**src/design/mds_pkg.sv**
```systemverilog
`timescale 1ns / 1ps
// ----------------------------------------------------------------------------
// mds_pkg
// Shared types and constants of the 2x2 mipmap downsampler.
// ----------------------------------------------------------------------------
package mds_pkg;
  localparam int unsigned MaxWidth = 2048;
  localparam int unsigned AddrW    = $clog2(MaxWidth);
  localparam int unsigned DimW     = 12;

  typedef enum logic [1:0] {
    CFG_WIDTH  = 2'd0,
    CFG_HEIGHT = 2'd1,
    CFG_LAYERS = 2'd2,
    CFG_MODE   = 2'd3
  } cfg_idx_e;

  typedef enum logic [1:0] {
    MODE_BOX    = 2'd0,
    MODE_NORMAL = 2'd1,
    MODE_ALPHA  = 2'd2,
    MODE_SPARE  = 2'd3
  } mode_e;

  typedef enum logic [2:0] {
    ST_IDLE,
    ST_READ,
    ST_CALC,
    ST_NORM,
    ST_OUT
  } state_e;

  // controller -> datapath
  typedef struct packed {
    logic accept;    // latch pixel, update counters and row store
    logic read_rows; // register row store outputs
    logic calc;      // form sums
    logic norm_start;
    logic out_load;  // load output register
  } cmd_t;

  // datapath -> controller
  typedef struct packed {
    logic emit;      // current item produces a result
    logic normal;    // result needs normalization
    logic norm_done;
  } sts_t;
endpackage

```
**src/design/mds_ctrl.sv**
```systemverilog
`timescale 1ns / 1ps
// ----------------------------------------------------------------------------
// mds_ctrl
// Sequencer: accept, read store, sum, optional normalize, present result.
// ----------------------------------------------------------------------------
module mds_ctrl (
  input  logic          clk_i,
  input  logic          rst_ni,
  input  logic          in_valid_i,
  output logic          in_ready_o,
  output logic          out_valid_o,
  input  logic          out_ready_i,
  output mds_pkg::cmd_t cmd_o,
  input  mds_pkg::sts_t sts_i
);
  import mds_pkg::*;

  state_e state_q, state_d;

  always_comb begin
    state_d = state_q;
    unique case (state_q)
      ST_IDLE: if (in_valid_i) state_d = ST_READ;
      ST_READ: state_d = sts_i.emit ? ST_CALC : ST_IDLE;
      ST_CALC: state_d = ST_NORM;
      ST_NORM: if (!sts_i.normal || sts_i.norm_done) state_d = ST_OUT;
      ST_OUT:  if (out_ready_i) state_d = ST_IDLE;
      default: state_d = ST_IDLE;
    endcase
  end

  // ST_NORM: first cycle starts the encoder when needed
  logic started_q;
  always_ff @(posedge clk_i or negedge rst_ni) begin
    if (!rst_ni) begin
      state_q   <= ST_IDLE;
      started_q <= 1'b0;
    end else begin
      state_q   <= state_d;
      started_q <= (state_q == ST_NORM);
    end
  end

  always_comb begin
    cmd_o = '0;
    in_ready_o  = (state_q == ST_IDLE);
    out_valid_o = 1'b0;
    unique case (state_q)
      ST_IDLE: cmd_o.accept = in_valid_i;
      ST_READ: cmd_o.read_rows = 1'b1;
      ST_CALC: cmd_o.calc = 1'b1;
      ST_NORM: begin
        cmd_o.norm_start = sts_i.normal && !started_q;
        cmd_o.out_load   = !sts_i.normal || sts_i.norm_done;
      end
      ST_OUT:  out_valid_o = 1'b1;
      default: ;
    endcase
  end
endmodule

```
**config.mk**
```make
export PLATFORM = sky130hd
export DESIGN_NAME = mds_ctrl
export DESIGN_NICKNAME = d
export VERILOG_FILES = /design/src/design/mds_pkg.sv /design/src/design/mds_ctrl.sv
export SDC_FILE = /design/constraint.sdc
export NUM_CORES = 1
export LEC_CHECK = 0
export ABC_AREA = 1
export ABC_CLOCK_PERIOD_IN_PS = 1000
export BUFFER_PORTS_ARGS = -buffer_cell sky130_fd_sc_hd__buf_2
export CORE_AREA = 2 2 39 41
export CTS_CLUSTER_DIAMETER = 30
export DETAILED_ROUTE_END_ITERATION = 6
export DIE_AREA = 0 0 41 43
export PLACE_DENSITY_LB_ADDON = 0.08
export SLEW_MARGIN = 10
export SYNTH_ARGS = -nofsm -noshare
export SYNTH_HDL_FRONTEND = slang
export SYNTH_SLANG_ARGS = --single-unit
```
**constraint.sdc**
```tcl
create_clock -name clk_i -period 1 [get_ports clk_i]
set_input_delay 0.05 -clock clk_i [delete_from_list [all_inputs] [get_ports clk_i]]
set_output_delay 0.05 -clock clk_i [all_outputs]
set_load 0.02 [all_outputs]
```
==> impl_metrics.json <==
{
  "grt_pass1_vias": 294,
  "path_cells": "nor2_4 -> inv_2 -> nor3_2 -> buf_4",
  "run_status": "finished, violations left",
  "power_frac_seq_pct": 19.8,
  "worstPathRequired_ns": 0.95,
  "whs_ns": 0.05407,
  "fin_crit_sh_pct": 120.1,
  "synth_nets": 39,
  "slew_viol_final": 0,
  "htree_levels": 1,
  "synth_area_um2": 241.5,
  "synth-warning-count": 0,
  "drc_errors": 0,
  "fin_area_um2": 514.2,
  "finalNonFillerCells": 74,
  "insertion_delay_ns": 0.23,
  "start_kind": "flop",
  "crit_path_max_incr_delay_ns": 0.44,
  "port-buffer-count": 13,
  "slowest_stage": "dfrtp_2",
  "p_total_mw": 1.690,
  "place_congestion": 0.6591,
  "p_leak_nw": 0.2645,
  "critPathBufInv": 2,
  "track_usage_pct": 9.879,
  "num_vias": 306,
  "rows": 14,
  "ant_nets": 0,
  "peakVddDrop_mv": 1.340,
  "synth_area_per_cell_um2": 7.546,
  "slew_headroom_pct": 86.58,
  "cp_max_fo": 4,
  "fmax_mhz": 833.0,
  "fin_util_pct": 37.16,
  "start_util_pct": 17.45,
  "switchingPower_mw": 0.7271,
  "fp.coreArea_um2": 1384,
  "comb_power_share_pct": 68.8,
  "min_path_type": "input port to flop",
  "cts_tree": "built",
  "dieArea_um2": 1763,
  "pre_cts_slack_ns": -0.03738,
  "hold_violations": 0,
  "synth.distinct_cells": 14,
  "violations": "setup timing",
  "seq_area_frac_synth_pct": 41.45,
  "tightest_slew_ns": 0.2006,
  "setup_viol": 9,
  "worstSetupPathType": "flop to output pin",
  "internal_power_mw": 0.9628,
  "cts_buffer_depth": 2,
  "rsz0062_at_grt": "yes",
  "routed_wl_um": 766,
  "path_clk_slew_ns": 0.04,
  "cp_top_family": "flip-flops",
  "grt_overflow": 0,
  "swShare_pct": 43.03,
  "cts_inserted_buffers": 3,
  "p_per_area_nw_per_um2": 3286,
  "via_per_inst": 4.135,
  "grt_max_degree": 5,
  "yosys_register_bits": 4,
  "dr.pass1.iters": 1,
  "fin_nets": 67,
  "post-dp-hpwl_um": 565.5,
  "fin_ws_ns": -0.2005,
  "antenna_found_initial": 0,
  "cp-end-kind": "output pin",
  "worstPathArrival_ns": 1.15,
  "final.setup.tns_ns": -1.211,
  "diodes": 0,
  "fp.dieW_um": 41,
  "place_area_um2": 359.1,
  "clkPwrFrac_pct": 11.4,
  "area.growth.synth_to_final_pct": 113.0,
  "placed_cells": 63,
  "die_h_um": 43,
  "drtIter0Drc": 0,
  "drv_cap": 0,
  "cts_root_buf": "clkbuf_4",
  "grt_pass1_wl_um": 1131,
  "clock-sinks": 4,
  "wl_per_cell_um": 10.35,
  "min_period_ns": 1.201,
  "io_pins": 14,
  "drive_above_1_share_pct": 74.14,
  "finClkSkew_ns": 0.0005125,
  "synthCells": 32
}
-- final timing paths --
check	start	end	slack, ns	depth (start not counted)
worst min-delay path	sts_i[2]	state_q[1]	0.05	3
worst min register to register	state_q[2]	state_q[2]	0.65	3
worst max-delay path	state_q[0]	cmd_o[4]	-0.20	4
max in group asynchronous	rst_ni	state_q[2]	0.72	2
worst max register to register	state_q[0]	state_q[0]	-0.11	6
min in group asynchronous	rst_ni	state_q[0]	0.15	2
-- registers in the layout, summed over array words and instances, names as in the netlist --
register,count
started_q,1
state_q,3
-- cell usage after synthesis --
cell | number | area [µm²]
nor3_2 | 1 | 10.01
nor2_1 | 6 | 22.52
a21oi_2 | 1 | 8.760
nor2_4 | 1 | 11.26
inv_2 | 2 | 7.510
inv_1 | 4 | 15.01
nand2_2 | 2 | 12.51
nor2_2 | 2 | 12.51
nand3_1 | 2 | 10.01
o21ai_1 | 1 | 5.000
nand4_1 | 1 | 6.260
nor3_1 | 1 | 5.000
nand2_1 | 4 | 15.01
dfrtp_1 | 4 | 100.1
-- cells in the final DEF (no fill, tap or decap) --
cell type	instances
buf_6	8
buf_4	8
buf_2	6
nor2_4	4
inv_2	3
nand2_2	3
inv_1	3
nor2_1	3
clkbuf_4	3
nor2_2	2
nor3_2	2
nand3_1	2
nand2_1	2
dfrtp_1	2
dfrtp_2	2
nand4_1	1
nand2_4	1
a21oi_2	1
o21ai_1	1
dlygate4sd3_1	1
-- power groups by stage --
stage               Clock [mW]  Sequential, mW  Combinational (mW)
floorplan                    0           0.313               0.482
global placement             0           0.314               0.706
detailed placement           0           0.314               0.715
CTS                      0.205           0.322                1.03
global route             0.214           0.345                1.25
finish                   0.192           0.334                1.16
-- routing by layer --
metal / global-route usage, % / vias up / share of wire (%)
met1: 10.42 / 143 / 34
met2: 15.94 / 9 / 59
li1: - / 154 / -
met3: 4.712 / 0 / 6.4
met5: 0 / - / 0
met4: 4.000 / 0 / 0
-- final cells by class --
type,instances,area (µm²)
fillers,151,869.6
well taps,16,20.02
flip-flops and latches,4,102.6
inverters,6,22.52
clock buffers,3,22.52
repair buffers,23,190.2
multi-input cells,22,156.4
-- cells by family after synthesis --
kind of cell           Yosys count  synth area share (%)
AOI/OAI and AO/OA                2                 5.698
DFF                              4                 41.45
buffers and inverters            6                 9.326
and+or+nand+nor                 20                 43.52
-- worst register-to-register path: stages (launching register included) --
cell     delay [ns]
dfrtp_2        0.44
nor2_4         0.13
buf_4          0.11
buf_4          0.10
nand3_1        0.07
nand4_1        0.09
nand2_1        0.06
-- repair_timing --
item,in CTS,in global routing
setup endpoints to repair,8,9
setup buffers,5,2
gates resized for setup,18,6
pin swaps,4,5
hold buffers,1,0
hold endpoints to repair,4,0
No activity file was read; power rests on OpenSTA's default activity.
